File: config.mk
export PLATFORM = sky130hd
export DESIGN_NAME = life_stencil_generation_top
export DESIGN_NICKNAME = d
export VERILOG_FILES = /design/src/hdl/lsg_pkg.sv /design/src/hdl/lsg_line_store.sv /design/src/hdl/life_stencil_generation_top.sv
export SDC_FILE = /design/constraint.sdc
export NUM_CORES = 2
export LEC_CHECK = 0
export BUFFER_PORTS_ARGS = -buffer_cell sky130_fd_sc_hd__buf_2
export CORE_MARGIN = 4
export CORE_UTILIZATION = 38
export CTS_BUF_LIST = sky130_fd_sc_hd__clkbuf_2
export CTS_CLUSTER_SIZE = 16
export DETAILED_ROUTE_END_ITERATION = 12
export RECOVER_POWER = 50
export SLEW_MARGIN = 5
export SYNTH_ARGS = -nofsm -noshare
export SYNTH_HDL_FRONTEND = slang
export SYNTH_SLANG_ARGS = --single-unit
File: constraint.sdc
create_clock -name clk -period 28.7 [get_ports clk]
set_input_delay 2.87 -clock clk [delete_from_list [all_inputs] [get_ports clk]]
set_output_delay 2.87 -clock clk [all_outputs]
set_load 0.005 [all_outputs]
File: src/hdl/lsg_pkg.sv
// Shared types, register indexes, reset values and the neighbor count
// function for the Game of Life stencil block. No dependencies.
package lsg_pkg;

  localparam int CFG_IDX_W  = 2;
  localparam int CFG_DATA_W = 16;
  localparam int ROW_W      = 16;
  localparam int OUT_COL_W  = 10;
  localparam int GW_W       = 11;
  localparam int MASK_W     = 9;

  typedef enum logic [CFG_IDX_W-1:0] {
    REG_GRID_WIDTH   = 2'd0,
    REG_GRID_HEIGHT  = 2'd1,
    REG_BIRTH_MASK   = 2'd2,
    REG_SURVIVE_MASK = 2'd3
  } lsg_reg_idx_t;

  localparam logic [GW_W-1:0]   RST_GRID_WIDTH   = 11'd1024;
  localparam logic [ROW_W-1:0]  RST_GRID_HEIGHT  = 16'd1024;
  localparam logic [MASK_W-1:0] RST_BIRTH_MASK   = 9'b000001000;
  localparam logic [MASK_W-1:0] RST_SURVIVE_MASK = 9'b000001100;

  // One column position of the two stored rows.
  typedef struct packed {
    logic upper;
    logic middle;
  } lsg_lines_t;

  // One result beat.
  typedef struct packed {
    logic                 next_cell;
    logic [ROW_W-1:0]     row;
    logic [OUT_COL_W-1:0] col;
    logic                 frame_done;
  } lsg_result_t;

  // Live cells of the 3x3 window, the center cell (bit 4) left out.
  function automatic logic [3:0] count_neighbors(input logic [8:0] win);
    logic [3:0] n;
    n = 4'd0;
    for (int b = 0; b < 9; b++) begin
      if (b != 4) n = n + {3'd0, win[b]};
    end
    return n;
  endfunction

endpackage

File: src/hdl/lsg_line_store.sv
// Two one-bit row stores with registered read, written and read once a cycle.
// Holds its own clearing pass after reset. Depends on lsg_pkg.
module lsg_line_store import lsg_pkg::*; #(
  parameter int DEPTH = 1024
) (
  input  logic                     clk,
  input  logic                     rst_n,
  input  logic                     wr_en,
  input  logic [$clog2(DEPTH)-1:0] wr_addr,
  input  lsg_lines_t               wr_data,
  input  logic [$clog2(DEPTH)-1:0] rd_addr,
  output lsg_lines_t               rd_data,
  output logic                     clearing
);

  localparam int AW = $clog2(DEPTH);

  logic          upper_mem  [DEPTH];
  logic          middle_mem [DEPTH];
  lsg_lines_t    rd_data_r;
  logic          clr_active_r;
  logic [AW-1:0] clr_addr_r;

  always_ff @(posedge clk) begin
    if (!rst_n) begin
      clr_active_r <= 1'b1;
      clr_addr_r   <= '0;
    end else if (clr_active_r) begin
      if (clr_addr_r == AW'(DEPTH - 1)) clr_active_r <= 1'b0;
      clr_addr_r <= clr_addr_r + AW'(1);
    end
  end

  always_ff @(posedge clk) begin
    if (clr_active_r) begin
      upper_mem[clr_addr_r]  <= 1'b0;
      middle_mem[clr_addr_r] <= 1'b0;
    end else if (wr_en) begin
      upper_mem[wr_addr]  <= wr_data.upper;
      middle_mem[wr_addr] <= wr_data.middle;
    end
    rd_data_r.upper  <= upper_mem[rd_addr];
    rd_data_r.middle <= middle_mem[rd_addr];
  end

  assign rd_data  = rd_data_r;
  assign clearing = clr_active_r;

endmodule

File: src/hdl/life_stencil_generation_top.sv
// Top level of the Game of Life stencil block: configuration registers,
// raster counters, 3x3 window, rule lookup and output skid stage.
// Depends on lsg_pkg and lsg_line_store.
//
//   Channel  Direction  Handshake               Beat carries
//   in_      input      in_valid / in_stall     in_cell_in
//   out_     output     out_valid / out_stall   out_next_cell, out_row, out_col,
//                                               out_frame_done
//   cfg_     input      cfg_valid / cfg_ready   cfg_index, cfg_data
//
// One cell is accepted per clock while in_stall is low; the result of the cell that
// completes its window is registered in the output register, or in the skid entry.
// After reset the row stores are cleared, one entry a cycle, through all MAX_WIDTH
// entries, and the read port is then primed; no cell is taken meanwhile.
// A configuration write stalls the input in the cycle after it, while the row store
// read is redone at the new geometry.
// A two-entry output stage (register plus skid) lets a cell be taken while a
// result waits; of the output stage, only a full skid entry raises in_stall.
module life_stencil_generation_top import lsg_pkg::*; #(
  parameter int MAX_WIDTH = 1024
) (
  input  logic                  clk,
  input  logic                  rst_n,
  // Cell stream.
  input  logic                  in_valid,
  output logic                  in_stall,
  input  logic                  in_cell_in,
  // Result stream.
  output logic                  out_valid,
  input  logic                  out_stall,
  output logic                  out_next_cell,
  output logic [ROW_W-1:0]      out_row,
  output logic [OUT_COL_W-1:0]  out_col,
  output logic                  out_frame_done,
  // Register writes.
  input  logic                  cfg_valid,
  output logic                  cfg_ready,
  input  logic [CFG_IDX_W-1:0]  cfg_index,
  input  logic [CFG_DATA_W-1:0] cfg_data
);

  localparam int AW = $clog2(MAX_WIDTH);

  // Configuration registers.
  logic [GW_W-1:0]   grid_width_r;
  logic [ROW_W-1:0]  grid_height_r;
  logic [MASK_W-1:0] birth_mask_r;
  logic [MASK_W-1:0] survive_mask_r;

  // Raster position, window and handshake state.
  logic [AW-1:0]    col_r, col_nxt;
  logic [ROW_W-1:0] row_r, row_nxt;
  logic [8:0]       win_r, win_nxt;
  logic             fresh_r;
  lsg_result_t      out_r, skid_r, res;
  logic             out_valid_r, skid_valid_r;

  logic             cfg_fire, acc, res_valid, out_take, clearing;
  logic [31:0]      gw32;
  logic [AW-1:0]    wlast, col_cur, col_m1, rd_addr;
  logic [ROW_W-1:0] hlast, row_cur;
  logic [3:0]       nbr;
  logic [MASK_W-1:0] rule_mask;
  lsg_lines_t       lines_rd, lines_wr;

  assign cfg_ready = 1'b1;
  assign cfg_fire  = cfg_valid & cfg_ready;

  // The input waits while the stores are cleared, in the cycle after a register
  // write or the end of clearing, and while the skid entry is full.
  assign in_stall = clearing | fresh_r | skid_valid_r;
  assign acc      = in_valid & ~in_stall;

  // Effective geometry: width clamped to 3..MAX_WIDTH, height at least 3.
  // Both are kept as the index of the last column and row.
  assign gw32 = 32'(grid_width_r);
  always_comb begin
    if (gw32 < 32'd3) begin
      wlast = AW'(2);
    end else if (gw32 > 32'(MAX_WIDTH)) begin
      wlast = AW'(MAX_WIDTH - 1);
    end else begin
      wlast = AW'(gw32 - 32'd1);
    end
    if (grid_height_r < 16'd3) begin
      hlast = 16'd2;
    end else begin
      hlast = grid_height_r - 16'd1;
    end
  end

  // A counter left beyond the geometry by a register write is read as the
  // last column or row.
  assign col_cur = (col_r > wlast) ? wlast : col_r;
  assign row_cur = (row_r > hlast) ? hlast : row_r;
  assign col_m1  = col_cur - AW'(1);

  always_comb begin
    if (col_cur == wlast) begin
      col_nxt = '0;
      row_nxt = (row_cur == hlast) ? '0 : row_cur + 16'd1;
    end else begin
      col_nxt = col_cur + AW'(1);
      row_nxt = row_cur;
    end
  end

  // The read port runs one cell ahead: on an accepted beat it fetches the
  // next column, otherwise it keeps refreshing the current one. The next
  // column never equals the one written in the same cycle.
  assign rd_addr = acc ? col_nxt : col_cur;

  assign lines_wr.upper  = lines_rd.middle;
  assign lines_wr.middle = in_cell_in;

  lsg_line_store #(
    .DEPTH (MAX_WIDTH)
  ) u_line_store (
    .clk      (clk),
    .rst_n    (rst_n),
    .wr_en    (acc),
    .wr_addr  (col_cur),
    .wr_data  (lines_wr),
    .rd_addr  (rd_addr),
    .rd_data  (lines_rd),
    .clearing (clearing)
  );

  // The newest column enters at the top of the window: bit 6 is the upper
  // row, bit 7 the middle row, bit 8 the incoming cell.
  assign win_nxt   = {in_cell_in, lines_rd.middle, lines_rd.upper, win_r[8:3]};
  assign nbr       = count_neighbors(win_nxt);
  assign rule_mask = win_nxt[4] ? survive_mask_r : birth_mask_r;

  assign res_valid      = acc && (row_cur >= 16'd2) && (col_cur >= AW'(2));
  assign res.next_cell  = rule_mask[nbr];
  assign res.row        = row_cur - 16'd1;
  assign res.col        = OUT_COL_W'(col_m1);
  assign res.frame_done = (row_cur == hlast) && (col_cur == wlast);

  assign out_take = out_valid_r & ~out_stall;

  always_ff @(posedge clk) begin
    if (!rst_n) begin
      grid_width_r   <= RST_GRID_WIDTH;
      grid_height_r  <= RST_GRID_HEIGHT;
      birth_mask_r   <= RST_BIRTH_MASK;
      survive_mask_r <= RST_SURVIVE_MASK;
      col_r          <= '0;
      row_r          <= '0;
      win_r          <= '0;
      fresh_r        <= 1'b1;
      out_valid_r    <= 1'b0;
      skid_valid_r   <= 1'b0;
    end else begin
      if (cfg_fire) begin
        case (lsg_reg_idx_t'(cfg_index))
          REG_GRID_WIDTH:   grid_width_r   <= cfg_data[GW_W-1:0];
          REG_GRID_HEIGHT:  grid_height_r  <= cfg_data[ROW_W-1:0];
          REG_BIRTH_MASK:   birth_mask_r   <= cfg_data[MASK_W-1:0];
          REG_SURVIVE_MASK: survive_mask_r <= cfg_data[MASK_W-1:0];
          default: ;
        endcase
      end
      fresh_r <= clearing | cfg_fire;

      if (acc) begin
        col_r <= col_nxt;
        row_r <= row_nxt;
        win_r <= win_nxt;
      end

      if (!out_valid_r || out_take) begin
        if (skid_valid_r) begin
          out_r        <= skid_r;
          out_valid_r  <= 1'b1;
          skid_valid_r <= 1'b0;
        end else begin
          out_r       <= res;
          out_valid_r <= res_valid;
        end
      end else if (res_valid) begin
        skid_r       <= res;
        skid_valid_r <= 1'b1;
      end
    end
  end

  assign out_valid      = out_valid_r;
  assign out_next_cell  = out_r.next_cell;
  assign out_row        = out_r.row;
  assign out_col        = out_r.col;
  assign out_frame_done = out_r.frame_done;

`ifndef SYNTHESIS
  // The skid entry is only ever filled behind a waiting output beat.
  a_skid_behind_out: assert property (@(posedge clk) disable iff (!rst_n)
    skid_valid_r |-> out_valid_r)
    else $error("skid entry occupied with empty output register");

  a_skid_fill_cause: assert property (@(posedge clk) disable iff (!rst_n)
    $rose(skid_valid_r) |-> $past(out_valid_r && out_stall))
    else $error("skid entry filled while output was free");

  a_no_accept_clearing: assert property (@(posedge clk) disable iff (!rst_n)
    (in_valid && !in_stall) |-> !clearing)
    else $error("cell accepted during row store clearing");

  a_col_in_range: assert property (@(posedge clk) disable iff (!rst_n)
    (acc && !cfg_fire) |=> (col_r <= wlast))
    else $error("column counter beyond last column");
`endif

endmodule

== Word-level counts from Yosys, hierarchy flattened ==
Memories as Yosys holds them, arrays and structs flattened. A register that Yosys moved wholly into a read port is not among the register bits.
Cells that the tools add are included.

* Memories kept: 2
* Register bits: 150
* Logic and storage cells: 101
* Output and inout port bits: 31
* Memory bits (writable): 2048

{| class="wikitable"
|+ Memory list
! memory !! words !! width !! rd ports !! clocked after Yosys merged registers in !! wr ports !! RTL line !! source
|-
| u_line_store.middle_mem || 1024 || 1 || 1 || 1 || 1 || lsg_line_store.sv:19 || <nowiki>logic middle_mem [DEPTH];</nowiki>
|-
| u_line_store.upper_mem || 1024 || 1 || 1 || 1 || 1 || lsg_line_store.sv:18 || <nowiki>logic upper_mem [DEPTH];</nowiki>
|}

* Mux-type cells: 27
* $lt $le $gt $ge: 8
* $add $sub $neg: 14
* Bitwise operators: 9
* Reduce and logical (&&, ||, !) cells: 15
* Equality and inequality tests: 6

{| class="wikitable"
|+ Operators by type and width
! operator !! number
|-
| 10-bit 2-to-1 mux || 7
|-
| 16-bit 2-to-1 mux || 4
|-
| 16-bit by 1-bit subtractor with 16-bit output, second input constant || 2
|-
| 28-bit 2-to-1 mux || 1
|-
| 10-bit by 1-bit adder with 10-bit output, second input constant || 2
|-
| 10-bit by 1-bit subtractor with 10-bit output, second input constant || 2
|-
| 16-bit by 1-bit adder with 16-bit output, second input constant || 1
|-
| 4-bit by 1-bit adder with 4-bit output || 4
|-
| 16-bit equality test || 1
|-
| 16-bit by 2-bit greater-or-equal comparator with 1-bit output, second input constant || 1
|-
| 16-bit greater-than comparator || 1
|-
| 16-bit by 2-bit < comparator with 1-bit output, second input constant || 1
|-
| 1-bit 2-to-1 mux || 13
|-
| 11-bit greater-than comparator, second input constant || 1
|-
| 11-bit by 2-bit < comparator with 1-bit output, second input constant || 1
|-
| 10-bit equality test || 1
|-
| 10-bit equality test, second input constant || 1
|-
| 10-bit by 2-bit greater-or-equal comparator with 1-bit output, second input constant || 1
|-
| 10-bit greater-than comparator || 1
|-
| 2-bit AND reduction || 5
|-
| 9-bit 2-to-1 mux || 1
|-
| 4-bit by 5-bit < comparator with 1-bit output, second input constant || 1
|-
| 3-bit by 1-bit adder with 4-bit output || 1
|-
| 1-bit binary-select mux with 4-bit select || 1
|-
| 14 further kinds || 24
|}

== Depth between registers and ports, before layout ==
* Depth in word-level cells: 10
* Depth in mapped cells: 37

== Hierarchy ==
Synthesis repeated with hierarchy kept, for this count alone.

* Cells, all modules: 5969
* Area total of the unflattened synthesis: 93817.5 um2

{| class="wikitable"
|+ By module, submodules not included
! module !! cells an instance !! sequential area each (um2) !! area an instance (um2) !! instances
|-
| lsg_line_store || 4884 || 61759.2 || 84497.3 || 1
|-
| life_stencil_generation_top || 1085 || 3283.1 || 9320.2 || 1
|}

== Worst setup path after synthesis ==
No wires, ideal clock.

* Path type: input to register
* From: in in_valid
* To: mem u_line_store.middle_mem[0] (data pin)
* Data required time: 25.794 ns
* Setup slack: 9.999 ns
* Setup time: 2.906 ns
* Arrival time: 15.795 ns
* Stages on the path: 1
* Cells stage by stage: and3_1

* Word-level cells in the longest chain between the ends: 6

{| class="wikitable"
|+ RTL lines
! item !! RTL line !! source
|-
| from (decl) || life_stencil_generation_top.sv:25 || <nowiki>input logic in_valid,</nowiki>
|-
| 1-bit AND || life_stencil_generation_top.sv:72 || <nowiki>assign acc = in_valid & ~in_stall;</nowiki>
|-
| 1-bit 2-to-1 mux || lsg_line_store.sv:38 || <nowiki>end else if (wr_en) begin</nowiki>
|-
| 1-bit 2-to-1 mux || lsg_line_store.sv:35 || <nowiki>if (clr_active_r) begin</nowiki>
|-
| 1-bit 2-to-1 mux (not written as such) || lsg_line_store.sv:40 || <nowiki>middle_mem[wr_addr] <= wr_data.middle;</nowiki>
|-
| 1-bit OR reduction (no line) || - ||
|-
| 1-bit 2-to-1 mux (no line) || - ||
|-
| to (decl) || lsg_line_store.sv:19 ||
|}

Every way passes these cells.

== Worst setup path in the final report ==
* From: in in_cell_in
* To: mem u_line_store.middle_mem[988] (data pin)

* Word-level cells in the longest chain between the ends: 1

{| class="wikitable"
|+ RTL lines
! item !! RTL line !! source
|-
| from (decl) || life_stencil_generation_top.sv:27 || <nowiki>input logic in_cell_in,</nowiki>
|-
| 1-bit 2-to-1 mux (no line) || - ||
|}

Every way passes these cells.

==> flow_summary.toml <==
[floorplanning]
die_h_um = 511
num_io_pins = 55
start_util_pct = 38.2
core_area_um2 = 251000
die_x_um = 511
die_area_um2 = 261000
rows = 184

[timing]
fin_crit_ns = 18.80
period_share_pct = 65.5
slew_headroom_pct = -589
rsz0062_at_grt = "false"
max_freq_mhz = 53.2
final.setup.tns_ns = 0
clock_skew_ns = 0.243
slew_viol_final = 2071
tightest_slew_ns = 10.34
setup_violations = 0
hold_viol = 0

[synthesis]
syn_avg_cell_area_um2 = 12.1
synth_cell_type_count = 99
synth-edff-count = 2104
async_flop_share_pct = 0
ys_ff_latch = 2197
netlist_instances = 7924
syn_area_um2 = 96000
yosysWarnings = 0
syn-num-nets = 7992
ys_seq_area_share_pct = 67.7
synth-main-ff-cell = "edfxtp_1"

[run]
drv_cap = 18

[global_route]
grt_pass1_wl_um = 451000
first_global_vias = 66500
groute.layer.met2.usage_pct = 36.3
grtUsageMet3_pct = 5.31
antenna_found_initial = 16
grt-ovfl-total = 0
met1_usage_pct = 30.8
top_usage_layer = "met2"
grt_max_degree = 239
track_usage_pct = 23.2

[worst_setup_path]
cp_max_fo = 238
r2r_cells = 4
worstSetupStartpoint = "in_cell_in"
r2r_end = "u_line_store.middle_mem[988]"
reg2reg_slack_ns = 10.25
criticalPathCategory = "input pin to register"
cp.arrival_ns = 19.00
worst_ep_required_time_ns = 28.91
crit_path_start_kind = "input pin"
r2r-start = "u_line_store.clearing"
end_kind = "register"

[placement]
io_buffers = 53
hpwl_um = 172000
gp_congestion = 0.846

[clocking]
postCtsSetupRepairBufs = 0
clockBufferDepth = 4
cts_tree = "built"
cts_sinks = 2197
clock_latency_ns = 2.04
cts_root_buf = "clkbuf_2"
htreeDepth = 6
hold_buffers = 0
cts_resized = 0
clkTransAtPathRegs_ns = 0.08
cts_buffers = 584

[routing]
wl_per_cell_um = 26.4
firstDrtPassIters = 6
drt_wl_total_um = 314000
drtIter0Drc = 8803
vias_per_cell = 5.73
route.vias.total = 68000
drcViolationCount = 0
drt.antenna.violating_nets = 0

[pwr]
ir_drop_mv = 0.0412
power.leakage_nw = 34.4
p_per_area_nw_per_um2 = 54.5

[hold_path]
min_path_cells = 2
hp-class = "register to register"
hp-start = "win_r[6]"
hold_end = "win_r[3]"

[finish]
nFillCells = 24000
drive_gt1_share_pct = 14.7
final_common_cell = "edfxtp_1"
ff_latch_area_um2 = 65000
final_util_pct = 41.5
multi_input_area_um2 = 28200
layout.nets = 8204
mostFrequentLayoutCells = "edfxtp_1 (2104), nand2_1 (1384), nor2_1 (1178)"
area_growth_syn_to_layout_pct = 8.57

[outcome]
status = "finished with violations"
violations = "capacitance limit, slew limit"
power breakdown:
group | switching (W) | total [W] | internal [W] | leakage (nW)
registers | 0.00000521 | 0.00346 | 0.00346 | 18.9
clock network | 0.00129 | 0.00214 | 0.000847 | 3.87
logic | 0.0000633 | 0.0000870 | 0.0000237 | 11.6
total | 0.00136 | 0.00569 | 0.00433 | 34.4
metal layers:
metal / part of all wire [%] / up-vias
met1: 39 / 33800
met2: 46 / 3928
met3: 10 / 709
met4: 4.7 / 4
li1: - / 29600
met5: 0.011 / -
cell type report:
type,count,share of cell area [%]
sequential,2197,62.4
clock buffer,841,4.04
antenna,13,0.0312
clock inverter,126,0.689
timing repair buffer,230,1.54
multi-input combinational,5056,27.1
tap,3348,4.02
inverter,67,0.242
worst max path at each step:
stage,endpoint,cells past startpoint
floorplan,u_line_store.middle_mem[0],1
global placement,u_line_store.rd_data[1],30
detailed placement,u_line_store.rd_data[1],30
CTS,u_line_store.rd_data[1],30
global route,u_line_store.middle_mem[860],4
finish,u_line_store.middle_mem[988],4
flip-flops by register name (all words and copies together) (netlist names), 2 cells and up:
| name | count |
|---|---|
| u_line_store.middle_mem | 1024 |
| u_line_store.upper_mem | 1024 |
| skid_r | 28 |
| grid_height_r | 16 |
| out_row | 16 |
| row_r | 16 |
| grid_width_r | 11 |
| col_r | 10 |
| out_col | 10 |
| u_line_store.clr_addr_r | 10 |
| birth_mask_r | 9 |
| survive_mask_r | 9 |
| win_r | 6 |
| u_line_store.rd_data | 2 |
critical path, cell delays in order:
cell      delay (ns)
clkbuf_1        0.23
and3_1          2.36
clkbuf_1        5.89
clkbuf_1        7.29
through the flow:
stage               hold WS, ns  setup slack (ns)  total power (W)  std cells  cell area, um2
CTS                       0.444             16.93          0.00573      11900          104000
finish                    0.447              9.90          0.00569      11900          104000
global placement          0.441             17.09          0.00362      10900           99500
detailed placement        0.451             17.02          0.00362      10900           99500
floorplan                 0.432              10.0          0.00358       7924           96000
global route              0.482              8.56          0.00591      11900          104000
cells in the mapped netlist (68+ instances only):
cell | n | area (um2)
a21oi_1 | 194 | 971
buf_1 | 73 | 274
buf_2 | 173 | 866
buf_4 | 68 | 510
clkbuf_1 | 276 | 1040
dfxtp_1 | 93 | 1860
edfxtp_1 | 2104 | 63200
mux2i_1 | 498 | 4980
nand2_1 | 1418 | 5320
nand3_1 | 741 | 3710
nand4_1 | 74 | 463
nor2_1 | 1187 | 4460
o21ai_0 | 88 | 440
kinds of logic (layout without fill, tap and decap cells):
logic type,count (synthesis),after routing,share of synthesized area [%]
and+or+nand+nor,3657,3657,16.2
buffers and inverters,671,1264,3.22
other,1,14,0.00390
adders and majority gates,44,44,0.604
AOI/OAI and AO/OA,708,708,5.18
DFF,2197,2197,67.7
muxes,574,574,6.46
xor gates and xnor gates,72,72,0.657
No activity file was read; power rests on OpenSTA's default activity.
